File: src/rtl/itoa_pkg.sv
package itoa_pkg;

   // Field widths of the two channels
   localparam int VALUE_FIELD_BITS = 32;
   localparam int RADIX_BITS       = 5;
   localparam int FLAGS_BITS       = 2;
   localparam int CHAR_BITS        = 8;

   // Converted width; bits of the value field above it are ignored
   localparam int VALUE_BITS = 32;
   localparam int EXT_BITS   = (VALUE_BITS > VALUE_FIELD_BITS) ? VALUE_BITS : VALUE_FIELD_BITS;

   // One digit is at most 15
   localparam int DIGIT_BITS = 4;

   // Divider: DIV_CHUNK quotient bits per cycle
   localparam int DIV_CHUNK  = 8;
   localparam int DIV_CYCLES = (VALUE_BITS + DIV_CHUNK - 1) / DIV_CHUNK;
   localparam int DIV_BITS   = DIV_CYCLES * DIV_CHUNK;
   localparam int STEP_BITS  = (DIV_CYCLES > 1) ? $clog2(DIV_CYCLES) : 1;

   // Digit store: radix 2 gives at most VALUE_BITS digits
   localparam int CNT_BITS = $clog2(VALUE_BITS + 1);
   localparam int IDX_BITS = $clog2(VALUE_BITS);

   // Format flag positions
   localparam int FLAG_UNSIGNED_BIT = 0;
   localparam int FLAG_LOWER_BIT    = 1;

   localparam logic [RADIX_BITS-1:0] RADIX_MIN  = RADIX_BITS'(2);
   localparam logic [RADIX_BITS-1:0] RADIX_MAX  = RADIX_BITS'(16);
   localparam logic [CHAR_BITS-1:0]  MINUS_CHAR = 8'h2D;
   localparam logic [CHAR_BITS-1:0]  ZERO_CHAR  = 8'h30;
   localparam logic [CHAR_BITS-1:0]  UPPER_A    = 8'h41;
   localparam logic [CHAR_BITS-1:0]  LOWER_A    = 8'h61;

   typedef struct packed {
      logic [DIV_CHUNK-1:0]  quot;
      logic [DIGIT_BITS-1:0] rem;
   } div_out_type;

   function automatic logic [CHAR_BITS-1:0] digit_char(input logic [DIGIT_BITS-1:0] d,
                                                       input logic lower);
      logic [CHAR_BITS-1:0] d_ext;
      d_ext = CHAR_BITS'(d);
      if (d < DIGIT_BITS'(10)) begin
         return ZERO_CHAR + d_ext;
      end else if (lower) begin
         return LOWER_A + d_ext - CHAR_BITS'(10);
      end else begin
         return UPPER_A + d_ext - CHAR_BITS'(10);
      end
   endfunction

endpackage

File: src/rtl/itoa_intf.sv
interface itoa_req_if import itoa_pkg::*; ();
   logic                        valid;
   logic                        ready;
   logic [VALUE_FIELD_BITS-1:0] value;
   logic [RADIX_BITS-1:0]       radix;
   logic [FLAGS_BITS-1:0]       format_flags;

   modport source (output valid, output value, output radix, output format_flags,
                   input ready);
   modport sink   (input valid, input value, input radix, input format_flags,
                   output ready);
endinterface

interface itoa_rsp_if import itoa_pkg::*; ();
   logic                 valid;
   logic                 ready;
   logic [CHAR_BITS-1:0] char_out;
   logic                 last;

   modport source (output valid, output char_out, output last, input ready);
   modport sink   (input valid, input char_out, input last, output ready);
endinterface

File: src/rtl/integer_to_ascii_base_n_unit.sv
// Integer to ASCII text, radix 2 to 16. A request beat carries a value, a radix
// (0 and 1 act as 2, 17 to 31 as 16) and two flags: bit 0 converts the raw pattern
// as unsigned, else a negative value is negated and led by '-'; bit 1 picks a-f
// over A-F. The response is one beat per character, most significant first, with
// last set on the final digit; zero gives a single '0'. One request at a time:
// req ready is high only while the unit is idle. Each digit is worked out in the
// shared divider, which takes 8 quotient bits a cycle; each character is then
// read from the digit store and loaded into the output register, which waits out
// any response stall; a negative number has its sign loaded first.
module integer_to_ascii_base_n_unit import itoa_pkg::*; (
   input logic         clock,
   input logic         reset,
   itoa_req_if.sink    req_chan,
   itoa_rsp_if.source  rsp_chan
);

   // Sequencer states
   localparam logic [2:0] ST_IDLE  = 3'd0;
   localparam logic [2:0] ST_DIV   = 3'd1;
   localparam logic [2:0] ST_SIGN  = 3'd2;
   localparam logic [2:0] ST_FETCH = 3'd3;
   localparam logic [2:0] ST_PUT   = 3'd4;

   logic [2:0]            state_ff, state_in;
   logic [STEP_BITS-1:0]  step_ff, step_in;
   logic [CNT_BITS-1:0]   dig_cnt_ff, dig_cnt_in;
   logic                  rsp_valid_ff, rsp_valid_in;

   logic [DIV_BITS-1:0]   div_ff, div_in;
   logic [DIGIT_BITS-1:0] rem_ff, rem_in;
   logic [RADIX_BITS-1:0] radix_ff, radix_in;
   logic                  neg_ff, neg_in;
   logic                  lower_ff, lower_in;
   logic [CHAR_BITS-1:0]  rsp_char_ff, rsp_char_in;
   logic                  rsp_last_ff, rsp_last_in;
   logic [DIGIT_BITS-1:0] rd_ff;

   // Digit store, least significant digit at address 0
   logic [DIGIT_BITS-1:0] dig_mem [VALUE_BITS];
   logic                  mem_we;
   logic                  mem_re;
   logic [IDX_BITS-1:0]   wr_addr;
   logic [IDX_BITS-1:0]   rd_addr;
   logic [CNT_BITS-1:0]   top_idx;

   logic [EXT_BITS-1:0]   value_ext;
   logic [VALUE_BITS-1:0] value_raw;
   logic [VALUE_BITS-1:0] magnitude;
   logic                  req_neg;
   logic [RADIX_BITS-1:0] req_radix;

   div_out_type           div_out;
   logic [DIV_BITS-1:0]   div_next;
   logic                  slot_free;
   logic                  req_fire;

   // ---- request decode ----
   assign value_ext = EXT_BITS'(req_chan.value);
   assign value_raw = value_ext[VALUE_BITS-1:0];
   assign req_neg   = !req_chan.format_flags[FLAG_UNSIGNED_BIT] && value_raw[VALUE_BITS-1];
   // two's complement magnitude; the most negative value maps onto 2^(VALUE_BITS-1)
   assign magnitude = req_neg ? VALUE_BITS'(~value_raw + 1'b1) : value_raw;

   always_comb begin
      priority if (req_chan.radix < RADIX_MIN) begin
         req_radix = RADIX_MIN;
      end else if (req_chan.radix > RADIX_MAX) begin
         req_radix = RADIX_MAX;
      end else begin
         req_radix = req_chan.radix;
      end
   end

   assign req_chan.ready = (state_ff == ST_IDLE);
   assign req_fire       = req_chan.valid && req_chan.ready;

   // ---- shared divider: top chunk of the dividend each cycle ----
   itoa_div_step u_div_step (
      .partial_rem (rem_ff),
      .chunk       (div_ff[DIV_BITS-1 -: DIV_CHUNK]),
      .radix       (radix_ff),
      .result      (div_out)
   );

   // quotient bits shift in at the bottom; once every chunk has passed, the word is the quotient
   assign div_next = (div_ff << DIV_CHUNK) | DIV_BITS'(div_out.quot);

   // ---- output register ----
   assign slot_free = !rsp_valid_ff || rsp_chan.ready;

   assign top_idx = dig_cnt_ff - 1'b1;
   assign wr_addr = dig_cnt_ff[IDX_BITS-1:0];
   assign rd_addr = top_idx[IDX_BITS-1:0];

   // ---- sequencer ----
   always_comb begin
      state_in     = state_ff;
      step_in      = step_ff;
      dig_cnt_in   = dig_cnt_ff;
      div_in       = div_ff;
      rem_in       = rem_ff;
      radix_in     = radix_ff;
      neg_in       = neg_ff;
      lower_in     = lower_ff;
      rsp_valid_in = rsp_valid_ff && !rsp_chan.ready;
      rsp_char_in  = rsp_char_ff;
      rsp_last_in  = rsp_last_ff;
      mem_we       = 1'b0;
      mem_re       = 1'b0;

      unique case (state_ff)
         ST_IDLE: begin
            if (req_fire) begin
               div_in     = DIV_BITS'(magnitude);
               rem_in     = '0;
               step_in    = '0;
               dig_cnt_in = '0;
               radix_in   = req_radix;
               neg_in     = req_neg;
               lower_in   = req_chan.format_flags[FLAG_LOWER_BIT];
               state_in   = ST_DIV;
            end
         end

         ST_DIV: begin
            div_in  = div_next;
            rem_in  = div_out.rem;
            step_in = step_ff + 1'b1;
            if (step_ff == STEP_BITS'(DIV_CYCLES - 1)) begin
               // digit done: store remainder, restart on the quotient
               mem_we     = 1'b1;
               dig_cnt_in = dig_cnt_ff + 1'b1;
               rem_in     = '0;
               step_in    = '0;
               if (div_next == '0) begin
                  state_in = neg_ff ? ST_SIGN : ST_FETCH;
               end
            end
         end

         ST_SIGN: begin
            if (slot_free) begin
               rsp_valid_in = 1'b1;
               rsp_char_in  = MINUS_CHAR;
               rsp_last_in  = 1'b0;
               state_in     = ST_FETCH;
            end
         end

         ST_FETCH: begin
            mem_re   = 1'b1;
            state_in = ST_PUT;
         end

         ST_PUT: begin
            if (slot_free) begin
               rsp_valid_in = 1'b1;
               rsp_char_in  = digit_char(rd_ff, lower_ff);
               rsp_last_in  = (dig_cnt_ff == CNT_BITS'(1));
               dig_cnt_in   = top_idx;
               state_in     = (dig_cnt_ff == CNT_BITS'(1)) ? ST_IDLE : ST_FETCH;
            end
         end

         default: begin
            state_in = ST_IDLE;
         end
      endcase
   end

   // ---- control registers ----
   always_ff @(posedge clock) begin
      if (reset) begin
         state_ff     <= ST_IDLE;
         step_ff      <= '0;
         dig_cnt_ff   <= '0;
         rsp_valid_ff <= 1'b0;
      end else begin
         state_ff     <= state_in;
         step_ff      <= step_in;
         dig_cnt_ff   <= dig_cnt_in;
         rsp_valid_ff <= rsp_valid_in;
      end
   end

   // ---- payload registers ----
   always_ff @(posedge clock) begin
      div_ff      <= div_in;
      rem_ff      <= rem_in;
      radix_ff    <= radix_in;
      neg_ff      <= neg_in;
      lower_ff    <= lower_in;
      rsp_char_ff <= rsp_char_in;
      rsp_last_ff <= rsp_last_in;
   end

   // ---- digit store ----
   always_ff @(posedge clock) begin
      if (mem_we) begin
         dig_mem[wr_addr] <= div_out.rem;
      end
   end

   always_ff @(posedge clock) begin
      if (mem_re) begin
         rd_ff <= dig_mem[rd_addr];
      end
   end

   assign rsp_chan.valid    = rsp_valid_ff;
   assign rsp_chan.char_out = rsp_char_ff;
   assign rsp_chan.last     = rsp_last_ff;

`ifndef ASSERT_OFF
   // the sign never closes a number
   a_sign_not_last: assert property (@(posedge clock) disable iff (reset)
      rsp_valid_ff && rsp_last_ff |-> rsp_char_ff != MINUS_CHAR)
      else $error("sign beat marked last");

   // running remainder must stay below the radix
   a_rem_in_range: assert property (@(posedge clock) disable iff (reset)
      state_ff == ST_DIV |-> rem_ff < radix_ff)
      else $error("divider remainder out of range");

   // emission only with digits left in the store
   a_digits_left: assert property (@(posedge clock) disable iff (reset)
      state_ff == ST_FETCH || state_ff == ST_PUT || state_ff == ST_SIGN
         |-> dig_cnt_ff != '0)
      else $error("emitting with empty digit store");

   // a finished number returns to idle only after its last beat is loaded
   a_idle_after_last: assert property (@(posedge clock) disable iff (reset)
      state_ff == ST_PUT && state_in == ST_IDLE |=> rsp_valid_ff && rsp_last_ff)
      else $error("returned to idle without last beat");
`endif

endmodule

File: src/rtl/itoa_div_step.sv
// DIV_CHUNK restoring division steps by a small radix.
module itoa_div_step import itoa_pkg::*; (
   input  logic [DIGIT_BITS-1:0] partial_rem,
   input  logic [DIV_CHUNK-1:0]  chunk,
   input  logic [RADIX_BITS-1:0] radix,
   output div_out_type           result
);

   always_comb begin
      logic [RADIX_BITS-1:0] trial;
      logic [DIGIT_BITS-1:0] r;
      logic [DIV_CHUNK-1:0]  q;
      r = partial_rem;
      q = '0;
      for (int i = DIV_CHUNK - 1; i >= 0; i--) begin
         trial = {r, chunk[i]};
         if (trial >= radix) begin
            trial = trial - radix;
            q[i]  = 1'b1;
         end
         // remainder stays below radix, so it fits in a digit
         r = trial[DIGIT_BITS-1:0];
      end
      result.quot = q;
      result.rem  = r;
   end

endmodule

File: src/flat_wrapper.sv
// flat-port wrapper written by rule: the top's interface ports become plain ports
module integer_to_ascii_base_n_unit_flat import itoa_pkg::*;
  (clock, reset, req_chan_valid, req_chan_value, req_chan_radix, req_chan_format_flags, req_chan_ready, rsp_chan_valid, rsp_chan_char_out, rsp_chan_last, rsp_chan_ready);
  itoa_req_if req_chan_i ();
  itoa_rsp_if rsp_chan_i ();
  input logic clock;
  input logic reset;
  input wire logic [$bits(req_chan_i.valid)-1:0] req_chan_valid;
  input wire logic [$bits(req_chan_i.value)-1:0] req_chan_value;
  input wire logic [$bits(req_chan_i.radix)-1:0] req_chan_radix;
  input wire logic [$bits(req_chan_i.format_flags)-1:0] req_chan_format_flags;
  output wire logic [$bits(req_chan_i.ready)-1:0] req_chan_ready;
  output wire logic [$bits(rsp_chan_i.valid)-1:0] rsp_chan_valid;
  output wire logic [$bits(rsp_chan_i.char_out)-1:0] rsp_chan_char_out;
  output wire logic [$bits(rsp_chan_i.last)-1:0] rsp_chan_last;
  input wire logic [$bits(rsp_chan_i.ready)-1:0] rsp_chan_ready;
  assign req_chan_i.valid = req_chan_valid;
  assign req_chan_i.value = req_chan_value;
  assign req_chan_i.radix = req_chan_radix;
  assign req_chan_i.format_flags = req_chan_format_flags;
  assign req_chan_ready = req_chan_i.ready;
  assign rsp_chan_valid = rsp_chan_i.valid;
  assign rsp_chan_char_out = rsp_chan_i.char_out;
  assign rsp_chan_last = rsp_chan_i.last;
  assign rsp_chan_i.ready = rsp_chan_ready;
  integer_to_ascii_base_n_unit u_core (.clock(clock), .reset(reset), .req_chan(req_chan_i), .rsp_chan(rsp_chan_i));
endmodule
File: config.mk
export PLATFORM = sky130hd
export DESIGN_NAME = integer_to_ascii_base_n_unit_flat
export DESIGN_NICKNAME = d
export VERILOG_FILES = /design/src/rtl/itoa_pkg.sv /design/src/rtl/itoa_intf.sv /design/src/rtl/integer_to_ascii_base_n_unit.sv /design/src/rtl/itoa_div_step.sv /design/src/flat_wrapper.sv
export SDC_FILE = /design/constraint.sdc
export NUM_CORES = 1
export LEC_CHECK = 0
export ABC_AREA = 1
export BUFFER_PORTS_ARGS = -buffer_cell sky130_fd_sc_hd__buf_2
export CORE_ASPECT_RATIO = 1.4
export CORE_MARGIN = 4
export CORE_UTILIZATION = 42
export DETAILED_ROUTE_END_ITERATION = 12
export SYNTH_ARGS = -nofsm -noshare
export SYNTH_HDL_FRONTEND = slang
export SYNTH_HIERARCHICAL = 1
export SYNTH_SLANG_ARGS = --single-unit
File: constraint.sdc
create_clock -name clock -period 9.7 [get_ports clock]
set_input_delay 0.485 -clock clock [delete_from_list [all_inputs] [get_ports clock]]
set_output_delay 0.485 -clock clock [all_outputs]
set_load 0.005 [all_outputs]
==> flow_metrics.env <==
export IMPL_outcome="complete, no violations"
export IMPL_ios=54
export IMPL_drt_iter0_drc=547
export IMPL_synth_area_mm2=0.0113
export IMPL_fmax_mhz=109
export IMPL_cts_sinks=195
export IMPL_num_rows=70
export IMPL_die_height_um=202
export IMPL_cp_max_fo=33
export IMPL_cp_required_ps=9880
export IMPL_hold_viol_final=0
export IMPL_syn_to_final_growth_pct=16.5
export IMPL_worstPathArrival_ps=9370
export IMPL_slew_headroom_pct=33.2
export IMPL_dr_pass1_iters=5
export IMPL_dpl_hpwl_um=20400
export IMPL_slowest_stage="edfxtp_1"
export IMPL_grt_ovfl_total=0
export IMPL_timing_worst_setup_path_type="reg -> reg"
export IMPL_clkSlewWorstSetupHoldPaths_ps=70
export IMPL_synth_seq_cells=195
export IMPL_wl_per_cell_um=17.3
export IMPL_cts_root_buffer_cell="clkbuf_16"
export IMPL_synth_async_reset_ratio_pct=0
export IMPL_layout_worst_path_cycle_share_pct=94.8
export IMPL_cts_tree="built"
export IMPL_cts_made_buffers=17
export IMPL_worst_slack_ps=506
export IMPL_die_x_um=147
export IMPL_ant_nets=0
export IMPL_fin_nets=1438
export IMPL_worst_slew_pin_slew_ps=998
export IMPL_synth_cells=1268
export IMPL_mostFrequentLayoutCell="nor2_1"
export IMPL_period_needed_ps=9190
export IMPL_ys_seq_area_share_pct=50.8
export IMPL_yosys_warnings=6
export IMPL_drc_errors=0
export IMPL_fillers=2463
export IMPL_slew_viol_final=0
export IMPL_path_common_cell="nand2_1"
export IMPL_synth_edf_count=183
export IMPL_antenna_found_initial=0
export IMPL_synth_net_count=1367
export IMPL_cts_buffer_depth=2
export IMPL_ys_types=49
export IMPL_drive_gt1_share_pct=17.6
export IMPL_clk_latency_ps=430
export IMPL_setup_viol=0
export IMPL_initial_utilization_pct=43.0
export IMPL_grt_pass1_wl_um=45200
export IMPL_insertedDiodeCount=0
export IMPL_grt_usage_pct=19.2
export IMPL_via_per_inst=5.31
export IMPL_grt_max_degree=71
export IMPL_drt_wl_total_um=29000
export IMPL_coreArea_mm2=0.0263
export IMPL_grt_pass1_vias=8815
export IMPL_die_area_mm2=0.0296
export IMPL_regArea_mm2=0.00574
export IMPL_slowest_delay_ps=400
export IMPL_synthFlopType="edfxtp_1"
export IMPL_buffer_ports_inserted=52
export IMPL_final_cell_mix="231 x nor2_1, 213 x nand2_1, 183 x edfxtp_1"
export IMPL_drv_cap=0
export IMPL_skew_ps=14.8
export IMPL_pre_cts_slack_ps=-139
export IMPL_critPathLaunchType="flop"
export IMPL_cts_max_level=4
export IMPL_vias=8893
export IMPL_multi_input_area_mm2=0.00530
export IMPL_post_synth_cell_area_avg_um2=8.91
export IMPL_gp_congestion=0.879
export IMPL_hold_class="in -> reg"
export IMPL_end_kind="flop"
-- sequential cells by signal, summed over array words and instances, names as in the netlist --
| signal | cells |
|---|---|
| u_core/rsp_chan.last | 1 |
| u_core/radix_ff | 5 |
| u_core/rd_ff | 4 |
| u_core/dig_mem | 128 |
| u_core/neg_ff | 1 |
| u_core/step_ff | 2 |
| u_core/div_ff | 32 |
| u_core/rsp_chan.char_out | 7 |
| u_core/rem_ff | 4 |
| u_core/rsp_chan.valid | 1 |
| u_core/state_ff | 3 |
| u_core/lower_ff | 1 |
| u_core/dig_cnt_ff | 6 |
-- worst max-delay path: cells and delay by family, from the launching register on --
kind | cells | cell delay, ps
flops | 1 | 400
simple gates | 39 | 4020
xor+xnor | 1 | 130
fa+ha+maj | 9 | 2360
buf+inv | 11 | 900
compound gates | 7 | 1110
-- cell usage after synthesis (3+ instances only) --
cell      count  area [um2]
a21oi_1      21         105
a31oi_1       8        50.1
and2_1        6        37.5
buf_2        18        90.1
buf_4         6        45.0
clkbuf_1     13        48.8
dfxtp_1      12         240
edfxtp_1    183        5500
fa_1          8         160
ha_1         48         601
inv_1       117         439
inv_2        15        56.3
nand2_1     227         852
nand2_2       8        50.1
nand3_1     101         505
nand3_2       8        80.1
nand3b_1      5        37.5
nand4_1      16         100
nor2_1      234         878
nor2_2        7        43.8
nor3_1        4        20.0
o211ai_1     27         203
o21a_1        3        22.5
o21ai_0      88         440
o21ai_1      22         110
o21ai_2       4        35.0
or2_0         5        31.3
xnor2_1      15         131
xor2_1       15         131
-- cells by family after synthesis --
group / Yosys count / share of synthesized area (%)
and+or+nand+nor: 627 / 23.9
DFF: 195 / 50.8
xor gates and xnor gates: 32 / 2.71
AOI/OAI and AO/OA: 187 / 9.76
buffers and inverters: 170 / 6.11
adders and majority gates: 56 / 6.74
other: 1 / 0.0332
-- through the flow --
stage,area [um2],instances,hold WS (ps),utilization [%],TNS (ps)
after detailed placement,11900,1622,457,45.4,-761
final,13200,1676,245,50.1,0
after CTS,12600,1658,226,47.9,0
after floorplan,11300,1268,432,-,0
after global placement,11900,1622,455,45.4,0
after global routing,13200,1676,226,50.1,-439
-- path summary, 6_finish.rpt --
kind | start | to | slack, ps | depth (start not counted)
worst min-delay path | req_chan_format_flags[1] | u_core/lower_ff$_DFFE_PP_ | 250 | 1
worst max register to register | u_core/div_ff[31]$_DFFE_PP_ | u_core/rem_ff[1]$_SDFFCE_PN0P_ | 510 | 67
worst max-delay path | u_core/div_ff[31]$_DFFE_PP_ | u_core/rem_ff[1]$_SDFFCE_PN0P_ | 510 | 67
worst min register to register | u_core/step_ff[0]$_SDFFE_PP0P_ | u_core/step_ff[0]$_SDFFE_PP0P_ | 460 | 1
-- what timing repair did --
action,in CTS,in global routing
gates cloned,0,1
pin swaps,3,26
buffers inserted,4,17
hold buffers,0,0
setup endpoints to repair,37,135
resized for setup,3,81
-- layer usage --
layer	GRT usage [%]	vias to the layer above	wire length, um
met1	21.6	4222	11200
li1	-	4438	-
met3	2.02	58	714
met4	7.87	0	1030
met2	36.5	175	16000
met5	0	-	0
-- area by class of cell --
cell class	count	area share, %
flip-flops and latches	195	43.6
repair buffers	90	4.62
multi-input cells	903	40.3
well taps	324	3.08
clock buffers	17	3.23
inverters	132	3.81
clock inverters	15	1.34
Power is left out: the tool's default activity adds up to more than one toggle a clock period on the data nets, which glitch-free logic cannot reach.
